**src/hdl/ttpt_pkg.sv**
```systemverilog
// ----------------------------------------------------------------------------
// ttpt_pkg
// Shared types and event codes for the two-contact pinch tracker.
// ----------------------------------------------------------------------------
`default_nettype none

package ttpt_pkg;

    localparam int TTPT_COORD_BITS = 16;
    localparam int TTPT_OUT_W      = 17;

    localparam logic [4:0] EV_TYPE_SYN      = 5'd0;
    localparam logic [4:0] EV_TYPE_ABS      = 5'd3;
    localparam logic [9:0] EV_CODE_DROPPED  = 10'd3;
    localparam logic [9:0] EV_CODE_SLOT     = 10'h2f;
    localparam logic [9:0] EV_CODE_X        = 10'h35;
    localparam logic [9:0] EV_CODE_Y        = 10'h36;
    localparam logic [9:0] EV_CODE_TRACK    = 10'h39;

    localparam logic [1:0] SLOT_NONE = 2'd2;

    typedef struct packed {
        logic [4:0]         event_type;
        logic [9:0]         event_code;
        logic signed [31:0] event_value;
    } ttpt_event_t;

    typedef struct packed {
        logic [1:0]            finger_count;
        logic                  pair_valid;
        logic [TTPT_OUT_W-1:0] distance;
        logic [TTPT_OUT_W-1:0] mid_x_doubled;
        logic [TTPT_OUT_W-1:0] mid_y_doubled;
    } ttpt_result_t;

    typedef struct packed {
        logic busy;
        logic done;
    } ttpt_root_stat_t;

    typedef enum logic [2:0] {
        ST_IDLE,
        ST_EVAL,
        ST_MULX,
        ST_MULY,
        ST_ADD,
        ST_START,
        ST_ROOT,
        ST_OUT
    } ttpt_state_t;

endpackage

`default_nettype wire

```
**src/hdl/ttpt_slot_state.sv**
```systemverilog
// ----------------------------------------------------------------------------
// ttpt_slot_state
// Contact slot registers: current slot, down and seen flags, positions.
// ----------------------------------------------------------------------------
`default_nettype none

module ttpt_slot_state
    import ttpt_pkg::*;
#(
    parameter int COORD_BITS = TTPT_COORD_BITS
) (
    input  wire logic                  aclk,
    input  wire logic                  aresetn,
    input  wire logic                  upd,
    input  wire ttpt_event_t           evt,
    output logic [1:0]                 usable,
    output logic [COORD_BITS-1:0]      x0,
    output logic [COORD_BITS-1:0]      x1,
    output logic [COORD_BITS-1:0]      y0,
    output logic [COORD_BITS-1:0]      y1
);

    logic [1:0]            cur_slot_reg, cur_slot_next;
    logic [1:0]            down_reg, down_next;
    logic [1:0]            xseen_reg, xseen_next;
    logic [1:0]            yseen_reg, yseen_next;
    logic [COORD_BITS-1:0] xpos_reg [2];
    logic [COORD_BITS-1:0] ypos_reg [2];
    logic [COORD_BITS-1:0] sat_value;
    logic                  wr_x;
    logic                  wr_y;
    logic                  idx;

    // Negative values clamp to zero, anything above the top code clamps to it.
    always_comb begin
        if (evt.event_value[31]) begin
            sat_value = '0;
        end else if (|evt.event_value[30:COORD_BITS]) begin
            sat_value = '1;
        end else begin
            sat_value = evt.event_value[COORD_BITS-1:0];
        end
    end

    assign idx = cur_slot_reg[0];

    always_comb begin
        cur_slot_next = cur_slot_reg;
        down_next     = down_reg;
        xseen_next    = xseen_reg;
        yseen_next    = yseen_reg;
        wr_x          = 1'b0;
        wr_y          = 1'b0;
        if (upd) begin
            if (evt.event_type == EV_TYPE_SYN) begin
                if (evt.event_code == EV_CODE_DROPPED) begin
                    cur_slot_next = '0;
                    down_next     = '0;
                    xseen_next    = '0;
                    yseen_next    = '0;
                end
            end else if (evt.event_type == EV_TYPE_ABS) begin
                if (evt.event_code == EV_CODE_SLOT) begin
                    if (evt.event_value == 32'sd0) begin
                        cur_slot_next = 2'd0;
                    end else if (evt.event_value == 32'sd1) begin
                        cur_slot_next = 2'd1;
                    end else begin
                        cur_slot_next = SLOT_NONE;
                    end
                end else if (!cur_slot_reg[1]) begin
                    if (evt.event_code == EV_CODE_TRACK) begin
                        down_next[idx]  = !evt.event_value[31];
                        xseen_next[idx] = 1'b0;
                        yseen_next[idx] = 1'b0;
                    end else if (evt.event_code == EV_CODE_X) begin
                        xseen_next[idx] = 1'b1;
                        wr_x            = 1'b1;
                    end else if (evt.event_code == EV_CODE_Y) begin
                        yseen_next[idx] = 1'b1;
                        wr_y            = 1'b1;
                    end
                end
            end
        end
    end

    always_ff @(posedge aclk) begin
        if (!aresetn) begin
            cur_slot_reg <= '0;
            down_reg     <= '0;
            xseen_reg    <= '0;
            yseen_reg    <= '0;
        end else begin
            cur_slot_reg <= cur_slot_next;
            down_reg     <= down_next;
            xseen_reg    <= xseen_next;
            yseen_reg    <= yseen_next;
        end
    end

    // A position only counts after its seen flag is set, so it needs no reset.
    always_ff @(posedge aclk) begin
        if (wr_x) begin
            xpos_reg[idx] <= sat_value;
        end
        if (wr_y) begin
            ypos_reg[idx] <= sat_value;
        end
    end

    assign usable = down_reg & xseen_reg & yseen_reg;
    assign x0     = xpos_reg[0];
    assign x1     = xpos_reg[1];
    assign y0     = ypos_reg[0];
    assign y1     = ypos_reg[1];

endmodule

`default_nettype wire

```
**src/hdl/ttpt_isqrt.sv**
```systemverilog
// ----------------------------------------------------------------------------
// ttpt_isqrt
// Iterative integer square root, one root bit per cycle.
// ----------------------------------------------------------------------------
`default_nettype none

module ttpt_isqrt
    import ttpt_pkg::*;
#(
    parameter int ROOT_BITS = TTPT_COORD_BITS + 1
) (
    input  wire logic                   aclk,
    input  wire logic                   aresetn,
    input  wire logic                   start,
    input  wire logic [2*ROOT_BITS-1:0] operand,
    output ttpt_root_stat_t             stat,
    output logic [ROOT_BITS-1:0]        root
);

    localparam int OPW = 2 * ROOT_BITS;
    localparam int RW  = ROOT_BITS + 3;
    localparam int CW  = $clog2(ROOT_BITS + 1);

    logic [OPW-1:0]       op_reg, op_next;
    logic [RW-1:0]        rem_reg, rem_next;
    logic [ROOT_BITS-1:0] root_reg, root_next;
    logic [CW-1:0]        cnt_reg, cnt_next;
    logic                 busy_reg, busy_next;
    logic                 done_reg, done_next;
    logic [RW-1:0]        rem_sh;
    logic [RW-1:0]        trial;

    assign rem_sh = {rem_reg[RW-3:0], op_reg[OPW-1:OPW-2]};
    assign trial  = RW'({root_reg, 2'b01});

    always_comb begin
        op_next   = op_reg;
        rem_next  = rem_reg;
        root_next = root_reg;
        cnt_next  = cnt_reg;
        busy_next = busy_reg;
        done_next = 1'b0;
        if (start) begin
            op_next   = operand;
            rem_next  = '0;
            root_next = '0;
            cnt_next  = CW'(ROOT_BITS);
            busy_next = 1'b1;
        end else if (busy_reg) begin
            op_next = {op_reg[OPW-3:0], 2'b00};
            if (rem_sh >= trial) begin
                rem_next  = rem_sh - trial;
                root_next = {root_reg[ROOT_BITS-2:0], 1'b1};
            end else begin
                rem_next  = rem_sh;
                root_next = {root_reg[ROOT_BITS-2:0], 1'b0};
            end
            cnt_next = cnt_reg - 1'b1;
            if (cnt_reg == CW'(1)) begin
                busy_next = 1'b0;
                done_next = 1'b1;
            end
        end
    end

    always_ff @(posedge aclk) begin
        if (!aresetn) begin
            busy_reg <= 1'b0;
            done_reg <= 1'b0;
            cnt_reg  <= '0;
        end else begin
            busy_reg <= busy_next;
            done_reg <= done_next;
            cnt_reg  <= cnt_next;
        end
    end

    always_ff @(posedge aclk) begin
        op_reg   <= op_next;
        rem_reg  <= rem_next;
        root_reg <= root_next;
    end

    assign stat.busy = busy_reg;
    assign stat.done = done_reg;
    assign root      = root_reg;

endmodule

`default_nettype wire

```
**src/hdl/two_touch_pinch_tracker_unit.sv**
```systemverilog
// ----------------------------------------------------------------------------
// two_touch_pinch_tracker_unit
// Two-slot multitouch event tracker with pinch distance and midpoint.
// ----------------------------------------------------------------------------
// Every accepted event request updates the two contact slots and yields one
// result with the finger count and, when both contacts are usable, the floor
// distance and the doubled midpoint. The block handles one event at a time.
// An event that leaves fewer than two usable contacts passes from evaluation
// straight to the output state. With both contacts usable, one shared
// multiplier squares dx and then dy, the squares are added, and the square
// root unit produces one root bit per cycle. A finished result waits in the
// output register, so the next event is taken while it has not yet been
// drained.
// ----------------------------------------------------------------------------
`default_nettype none

module two_touch_pinch_tracker_unit
    import ttpt_pkg::*;
#(
    parameter int COORD_BITS = TTPT_COORD_BITS
) (
    input  wire logic         aclk,
    input  wire logic         aresetn,
    input  wire logic         s_valid,
    output logic              s_ready,
    input  wire ttpt_event_t  s_data,
    output logic              m_valid,
    input  wire logic         m_ready,
    output ttpt_result_t      m_data
);

    localparam int RB   = COORD_BITS + 1;
    localparam int SUMW = (RB > TTPT_OUT_W) ? RB : TTPT_OUT_W;

    ttpt_state_t           state_reg, state_next;
    logic [1:0]            usable;
    logic [COORD_BITS-1:0] x0, x1, y0, y1;
    logic [COORD_BITS-1:0] dx_reg, dx_next;
    logic [COORD_BITS-1:0] dy_reg, dy_next;
    logic [2*COORD_BITS-1:0] sq_reg, sq_next;
    logic [2*RB-1:0]       acc_reg, acc_next;
    logic [COORD_BITS-1:0] mul_op;
    logic                  root_start;
    logic                  out_load;
    ttpt_root_stat_t       root_stat;
    logic [RB-1:0]         root;
    logic                  accept;
    logic                  pair;
    logic                  m_valid_reg, m_valid_next;
    ttpt_result_t          m_data_reg, m_data_next;
    logic [SUMW-1:0]       mid_x, mid_y, dist_ext;

    assign accept = s_valid && s_ready;
    assign pair   = &usable;

    ttpt_slot_state #(
        .COORD_BITS(COORD_BITS)
    ) u_slots (
        .aclk    (aclk),
        .aresetn (aresetn),
        .upd     (accept),
        .evt     (s_data),
        .usable  (usable),
        .x0      (x0),
        .x1      (x1),
        .y0      (y0),
        .y1      (y1)
    );

    ttpt_isqrt #(
        .ROOT_BITS(RB)
    ) u_root (
        .aclk    (aclk),
        .aresetn (aresetn),
        .start   (root_start),
        .operand (acc_reg),
        .stat    (root_stat),
        .root    (root)
    );

    // Next state.
    always_comb begin
        state_next = state_reg;
        unique case (state_reg)
            ST_IDLE:  if (s_valid) begin
                state_next = ST_EVAL;
            end
            ST_EVAL:  state_next = pair ? ST_MULX : ST_OUT;
            ST_MULX:  state_next = ST_MULY;
            ST_MULY:  state_next = ST_ADD;
            ST_ADD:   state_next = ST_START;
            ST_START: state_next = ST_ROOT;
            ST_ROOT:  if (root_stat.done) begin
                state_next = ST_OUT;
            end
            ST_OUT:   if (!m_valid_reg || m_ready) begin
                state_next = ST_IDLE;
            end
            default:  state_next = ST_IDLE;
        endcase
    end

    // Control outputs.
    always_comb begin
        s_ready    = 1'b0;
        root_start = 1'b0;
        out_load   = 1'b0;
        unique case (state_reg)
            ST_IDLE:  s_ready = 1'b1;
            ST_START: root_start = 1'b1;
            ST_OUT:   out_load = !m_valid_reg || m_ready;
            default: begin
            end
        endcase
    end

    // The one multiplier squares dx first and dy on the following cycle.
    assign mul_op = (state_reg == ST_MULX) ? dx_reg : dy_reg;

    always_comb begin
        dx_next  = dx_reg;
        dy_next  = dy_reg;
        sq_next  = sq_reg;
        acc_next = acc_reg;
        unique case (state_reg)
            ST_EVAL: begin
                dx_next = (x0 > x1) ? x0 - x1 : x1 - x0;
                dy_next = (y0 > y1) ? y0 - y1 : y1 - y0;
            end
            ST_MULX: sq_next = mul_op * mul_op;
            ST_MULY: begin
                acc_next = (2*RB)'(sq_reg);
                sq_next  = mul_op * mul_op;
            end
            ST_ADD:  acc_next = acc_reg + (2*RB)'(sq_reg);
            default: begin
            end
        endcase
    end

    always_ff @(posedge aclk) begin
        dx_reg  <= dx_next;
        dy_reg  <= dy_next;
        sq_reg  <= sq_next;
        acc_reg <= acc_next;
    end

    assign mid_x    = SUMW'(x0) + SUMW'(x1);
    assign mid_y    = SUMW'(y0) + SUMW'(y1);
    assign dist_ext = SUMW'(root);

    always_comb begin
        m_valid_next = m_valid_reg;
        m_data_next  = m_data_reg;
        if (m_valid_reg && m_ready) begin
            m_valid_next = 1'b0;
        end
        if (out_load) begin
            m_valid_next              = 1'b1;
            m_data_next.finger_count  = {1'b0, usable[0]} + {1'b0, usable[1]};
            m_data_next.pair_valid    = pair;
            m_data_next.distance      = pair ? dist_ext[TTPT_OUT_W-1:0] : '0;
            m_data_next.mid_x_doubled = pair ? mid_x[TTPT_OUT_W-1:0] : '0;
            m_data_next.mid_y_doubled = pair ? mid_y[TTPT_OUT_W-1:0] : '0;
        end
    end

    always_ff @(posedge aclk) begin
        if (!aresetn) begin
            state_reg   <= ST_IDLE;
            m_valid_reg <= 1'b0;
        end else begin
            state_reg   <= state_next;
            m_valid_reg <= m_valid_next;
        end
    end

    always_ff @(posedge aclk) begin
        m_data_reg <= m_data_next;
    end

    assign m_valid = m_valid_reg;
    assign m_data  = m_data_reg;

endmodule

`default_nettype wire

```
**config.mk**
```make
export PLATFORM = sky130hd
export DESIGN_NAME = two_touch_pinch_tracker_unit
export DESIGN_NICKNAME = d
export VERILOG_FILES = /design/src/hdl/ttpt_pkg.sv /design/src/hdl/ttpt_slot_state.sv /design/src/hdl/ttpt_isqrt.sv /design/src/hdl/two_touch_pinch_tracker_unit.sv
export SDC_FILE = /design/constraint.sdc
export NUM_CORES = 1
export LEC_CHECK = 0
export ABC_AREA = 1
export ABC_CLOCK_PERIOD_IN_PS = 11550
export BUFFER_PORTS_ARGS = -buffer_cell sky130_fd_sc_hd__buf_2
export CAP_MARGIN = 20
export CORE_MARGIN = 5
export CORE_UTILIZATION = 45
export DETAILED_ROUTE_END_ITERATION = 10
export HOLD_SLACK_MARGIN = 0.15
export SLEW_MARGIN = 5
export SYNTH_ARGS = -nofsm -noshare
export SYNTH_HDL_FRONTEND = slang
export SYNTH_SLANG_ARGS = --single-unit
```
**constraint.sdc**
```tcl
create_clock -name aclk -period 11.55 [get_ports aclk]
set_clock_uncertainty 0.2 [all_clocks]
set_input_delay 1.7325 -clock aclk [delete_from_list [all_inputs] [get_ports aclk]]
set_output_delay 1.7325 -clock aclk [all_outputs]
set_load 0.01 [all_outputs]
```
# Word-level counts from Yosys, hierarchy flattened
# Memories as Yosys holds them, arrays and structs flattened.
# Index checks and enable logic that the tools add are counted.
# op_classes
addsub	10
mul	1
magnitude_cmp	5
n_eq_ne	22
mux	72
n_bitwise	9
reduce_logical	27
# op_table
operator	n
$mux W16	5
$mux W34	2
$pmux W34 S2	1
$sub A16 B16 Y16	4
$mux W2	24
$eq A10 B6 Y1 const B	4
$add A16 B16 Y17	2
$add A34 B32 Y34	1
$eq A32 B2 Y1 const B	1
$gt A16 B16 Y1	2
$logic_not A32 Y1	1
$mul A16 B16 Y32	1
$mux W1	30
$pmux W3 S8	1
$ge A20 B19 Y1	1
$mux W18	1
$sub A18 B18 Y18	1
$reduce_or A15 Y1	1
$eq A3 B3 Y1 const B	4
$mux W3	4
$reduce_and A6 Y1	2
$reduce_bool A2 Y1	6
$eq A10 B2 Y1 const B	1
$mux W5	2
other kinds (29)	44
# word_totals
regBits	240
ram_bits	64
input_bits	51
out_inout_bits	56
wordCells	170
memories	2
# mem_list
name	depth	width	rd	rd_clocked_by_memory_dff	wr	line	source
u_slots.xpos_reg	2	16	2	0	1	ttpt_slot_state.sv:27	logic [COORD_BITS-1:0] xpos_reg [2];
u_slots.ypos_reg	2	16	2	0	1	ttpt_slot_state.sv:28	logic [COORD_BITS-1:0] ypos_reg [2];

# Logic depth before layout (Yosys ltp)
# logic_depth
word_depth	12
mapped_depth	32
depth_no_buf	31

# Modules after synthesis
# A second synthesis with hierarchy kept.
# hier_totals
hier_cells	3693
area_unflattened_um2	28248.3
# by_module_without_submodules
mod	instances	cells_each	area_per_inst_um2
two_touch_pinch_tracker_unit	1	2829	20935.1
ttpt_isqrt	1	594	4311.6
ttpt_slot_state	1	270	3001.6

# Worst setup path before layout
# No wires, ideal clock.
# synth_path
path_type	reg2reg
start	register state_reg[0]
end	register sq_reg[29] (data pin)
t_arrival_ns	5.735
required_time_ns	11.090
path_slack_ns	5.355
stages_incl_launch_ff	31
synth_period_minus_slack_ns	6.195
cell_sequence	dfxtp_1 -> buf_4 -> nor2_4 -> nand2_4 -> buf_6 -> o21ai_2 -> inv_2 -> buf_6 -> nor2_2 -> inv_1 -> fa_1 -> inv_1 -> fa_1 -> inv_1 -> fa_1 -> inv_1 -> fa_1 -> fa_1 -> inv_1 -> fa_1 -> inv_1 -> ha_1 -> nand2_1 -> a21oi_1 -> nor2_1 -> nor2_1 -> nor2_1 -> nor2_1 -> nor2_1 -> nand2_1 -> xor2_1
# synth_between
elab_chain_len	3
# synth_lines
element	line	source
start, declared	two_touch_pinch_tracker_unit.sv:35	ttpt_state_t state_reg, state_next;
start signal, assigned	two_touch_pinch_tracker_unit.sv:173	state_reg <= state_next;
$eq A3 B2 Y1	two_touch_pinch_tracker_unit.sv:118, two_touch_pinch_tracker_unit.sv:125	
$mux W16	two_touch_pinch_tracker_unit.sv:118	assign mul_op = (state_reg == ST_MULX) ? dx_reg : dy_reg;
$mul A16 B16 Y32	two_touch_pinch_tracker_unit.sv:130, two_touch_pinch_tracker_unit.sv:133	
end signal, assigned	two_touch_pinch_tracker_unit.sv:144	sq_reg <= sq_next;
end, declared	two_touch_pinch_tracker_unit.sv:40	logic [2*COORD_BITS-1:0] sq_reg, sq_next;
# No other way between the ends.
# A chain may end at the register's enable or synchronous reset.

# Worst setup path in the final report
# layout_path
start	register state_reg[2]
end	register sq_reg[23] (data pin)
# Same word-level chain as after synthesis.

==> results_dict.tcl <==
set metrics [dict create \
    finalMaxSlewViolations 0 \
    postCtsResizedCells 0 \
    clkTransAtPathRegs_ns 0.06 \
    worstSetupPathType "flop to flop" \
    nets 4118 \
    drive_above_1_share 0.0755 \
    synth_top_area_share 0.266 \
    fill_cells 6256 \
    cap_violations 0 \
    max_clock_freq_mhz 139 \
    synth_cell_types 51 \
    synth_edf_count 248 \
    worstHoldStart "u_slots.down_reg[0]$_SDFFE_PN0P_" \
    viasPerCell 5.05 \
    setup_viol 0 \
    worstReg2RegStart "state_reg[2]$_SDFFE_PN0P_" \
    crit_path_frequent_cell "fa_1" \
    grt.total_usage 0.219 \
    synthesis.nets 4040 \
    reg2reg_to "sq_reg[23]$_DFFE_PP_" \
    gp_congestion 0.939 \
    n_antenna_cell 0 \
    post-route-min-period_ns 7.19 \
    fp.dieArea_sq_mm 0.0673 \
    first_pass_iters 5 \
    required_ns 11.64 \
    synthArstFlopShare 0 \
    synthFlopType "edfxtp_1" \
    syn_inst 3574 \
    antenna_found_initial 0 \
    slew_headroom 0.317 \
    grt_start_max_net_pins 47 \
    ff2ff_setup_slack_ns 4.36 \
    cts_buffer_depth 3 \
    initial_core_util 0.454 \
    gr-total-overflow 0 \
    cp.arrival_ns 7.28 \
    holdPathEnd "u_slots.down_reg[0]$_SDFFE_PN0P_" \
    path_max_fanout 33 \
    syn_area_per_cell_sq_um 7.83 \
    wire_per_inst_um 16.3 \
    core_sq_mm 0.0617 \
    grt_pass1_vias 22214 \
    placed_cells 4449 \
    ys_ff_latch 302 \
    num_rows 91 \
    area_delta_synth_final_pct 8.64 \
    cp_slowest_cell "fa_1" \
    routed_wl_um 73800 \
    min_period_over_period 0.622 \
    drc 0 \
    largest_reg_flops 53 \
    dieHeight_um 259 \
    hold_depth 2 \
    crit_family "adder cells" \
    cts_max_level 2 \
    status "completed" \
    rsz0062_at_grt "no" \
    vias 22828 \
    yosysTopAreaCell "edfxtp_1" \
    path_cells "inv_2 > nand2_4 > nand2_1 > o21ai_2 > inv_2 > nor2_1 > inv_1 > fa_1 > fa_1 > inv_1 > fa_1 > fa_1 > fa_1 > inv_1 > fa_1 > inv_1 > ha_1 > nand2_1 > nor2_1 > inv_1 > nor2_1 > nand4_1 > nand3_1 > xor2_1" \
    ctsHoldBuffers 0 \
    first_iter_violations 1720 \
    antenna_left 0 \
    instances_no_fill 4519 \
    cts_tree "yes" \
    post_cts_buffers 0 \
    slowest_delay_ns 0.56 \
    cts_root_buf "clkbuf_16" \
    yosysWarnings 0 \
    cts_buffers 38 \
    worst_pin_slew_ns 1.02 \
    start_kind "flop" \
    path_buf_inv 7 \
    synthTopCellsByArea "edfxtp_1 (27%), fa_1 (12%), nand2_1 (11%)" \
    cts_sinks 302 \
    cp-end-kind "flop" \
    io_pins 107 \
    yosysSeqAreaShare 0.305 \
    fin_setup_tns_ns 0 \
    dp_hpwl_um 59400 \
    holdCritPathClass "flop to flop" \
    reg2regPathDepth 24 \
    clkLatencyLatePin_ns 0.57 \
    port_buffers 106 \
    grt_pass1_wl_um 119000 \
    hold_viol_final 0 \
    syn-cell-area_sq_mm 0.0280 \
    die_w_um 259 \
]
[layout make-up]
type,instances,area (sq um),share of cell area
repair buffers,115,598,0.0197
clock inverters,19,148,0.00485
clock buffers,51,1040,0.0342
inverters,696,2610,0.0859
flip-flops and latches,302,8530,0.280
multi-input cells,2499,16400,0.540
well taps,837,1050,0.0344
[cells in the final DEF (no fill, tap or decap), types with 11 or more instances in the layout]
cell type and instances:
nor3_1 40, xnor2_1 22, buf_2 106, nand2_1 843
o21bai_1 28, fa_1 170, nand3b_1 12, o21ai_2 11
a21o_1 14, or2_2 11, nor2_1 337, a21boi_0 11
dfxtp_1 54, o21ai_4 12, a22oi_1 18, clkbuf_16 39
ha_1 244, o21ai_0 162, a21oi_1 204, nand4_1 38
nand3_1 151, xor2_1 68, inv_1 667, inv_2 28
nor2_2 22, edfxtp_1 248
[metal layers]
layer | vias up | part of all wire | global-route usage
met3 | 104 | 0.047 | 0.0278
met1 | 10701 | 0.47 | 0.312
met2 | 512 | 0.46 | 0.357
met4 | 0 | 0.026 | 0.0581
li1 | 11511 | - | -
met5 | - | 0 | 0
[cell families (layout without fill, tap and decap cells)]
logic type      Yosys count  after routing  synth area share
buf+inv                 773            881             0.109
flops                   302            302             0.305
fa+ha+maj               415            415             0.231
compound gates          498            498             0.104
xor+xnor                 90             90            0.0282
simple gates           1496           1496             0.223
[worst max-delay path by stage]
stage	start	endpoint	slack (ns)	depth (start not counted)
floorplan	state_reg[0]$_SDFFE_PN0P_	sq_reg[29]$_DFFE_PP_	5.36	30
global placement	state_reg[2]$_SDFFE_PN0P_	sq_reg[23]$_DFFE_PP_	4.39	24
detailed placement	state_reg[2]$_SDFFE_PN0P_	sq_reg[23]$_DFFE_PP_	4.44	24
CTS	state_reg[2]$_SDFFE_PN0P_	sq_reg[23]$_DFFE_PP_	4.42	24
global route	state_reg[2]$_SDFFE_PN0P_	sq_reg[23]$_DFFE_PP_	3.89	24
finish	state_reg[2]$_SDFFE_PN0P_	sq_reg[23]$_DFFE_PP_	4.36	24
[metrics by stage]
step | util | hold WS (ns) | setup slack, ns | cell area [sq um]
floorplan | - | 0.235 | 5.36 | 28000
global placement | 0.474 | 0.257 | 4.39 | 29200
detailed placement | 0.474 | 0.253 | 4.44 | 29200
CTS | 0.493 | 0.263 | 4.42 | 30400
global route | 0.493 | 0.284 | 3.89 | 30400
finish | 0.493 | 0.267 | 4.36 | 30400
[tightest hold or removal path: stages, from the launching register on]
cell     delay, ns
dfxtp_1       0.31
nand2_1       0.06
a21oi_1       0.05
[synth_stat cells, drive strengths merged (12+ instances only)]
| cell | n |
|---|---|
| inv | 695 |
| o21ai | 195 |
| xor2 | 68 |
| nand2 | 852 |
| nor2 | 367 |
| fa | 170 |
| xnor2 | 22 |
| or2 | 12 |
| nor3 | 43 |
| a21o | 14 |
| o21bai | 28 |
| nand4 | 38 |
| nand3b | 12 |
| a21oi | 205 |
| a22oi | 18 |
| dfxtp | 54 |
| nand3 | 153 |
| clkbuf | 25 |
| buf | 52 |
| edfxtp | 248 |
| ha | 245 |
Power is not shown: default switching activity piles up to over one toggle a cycle in this logic, so the estimate is an artifact.
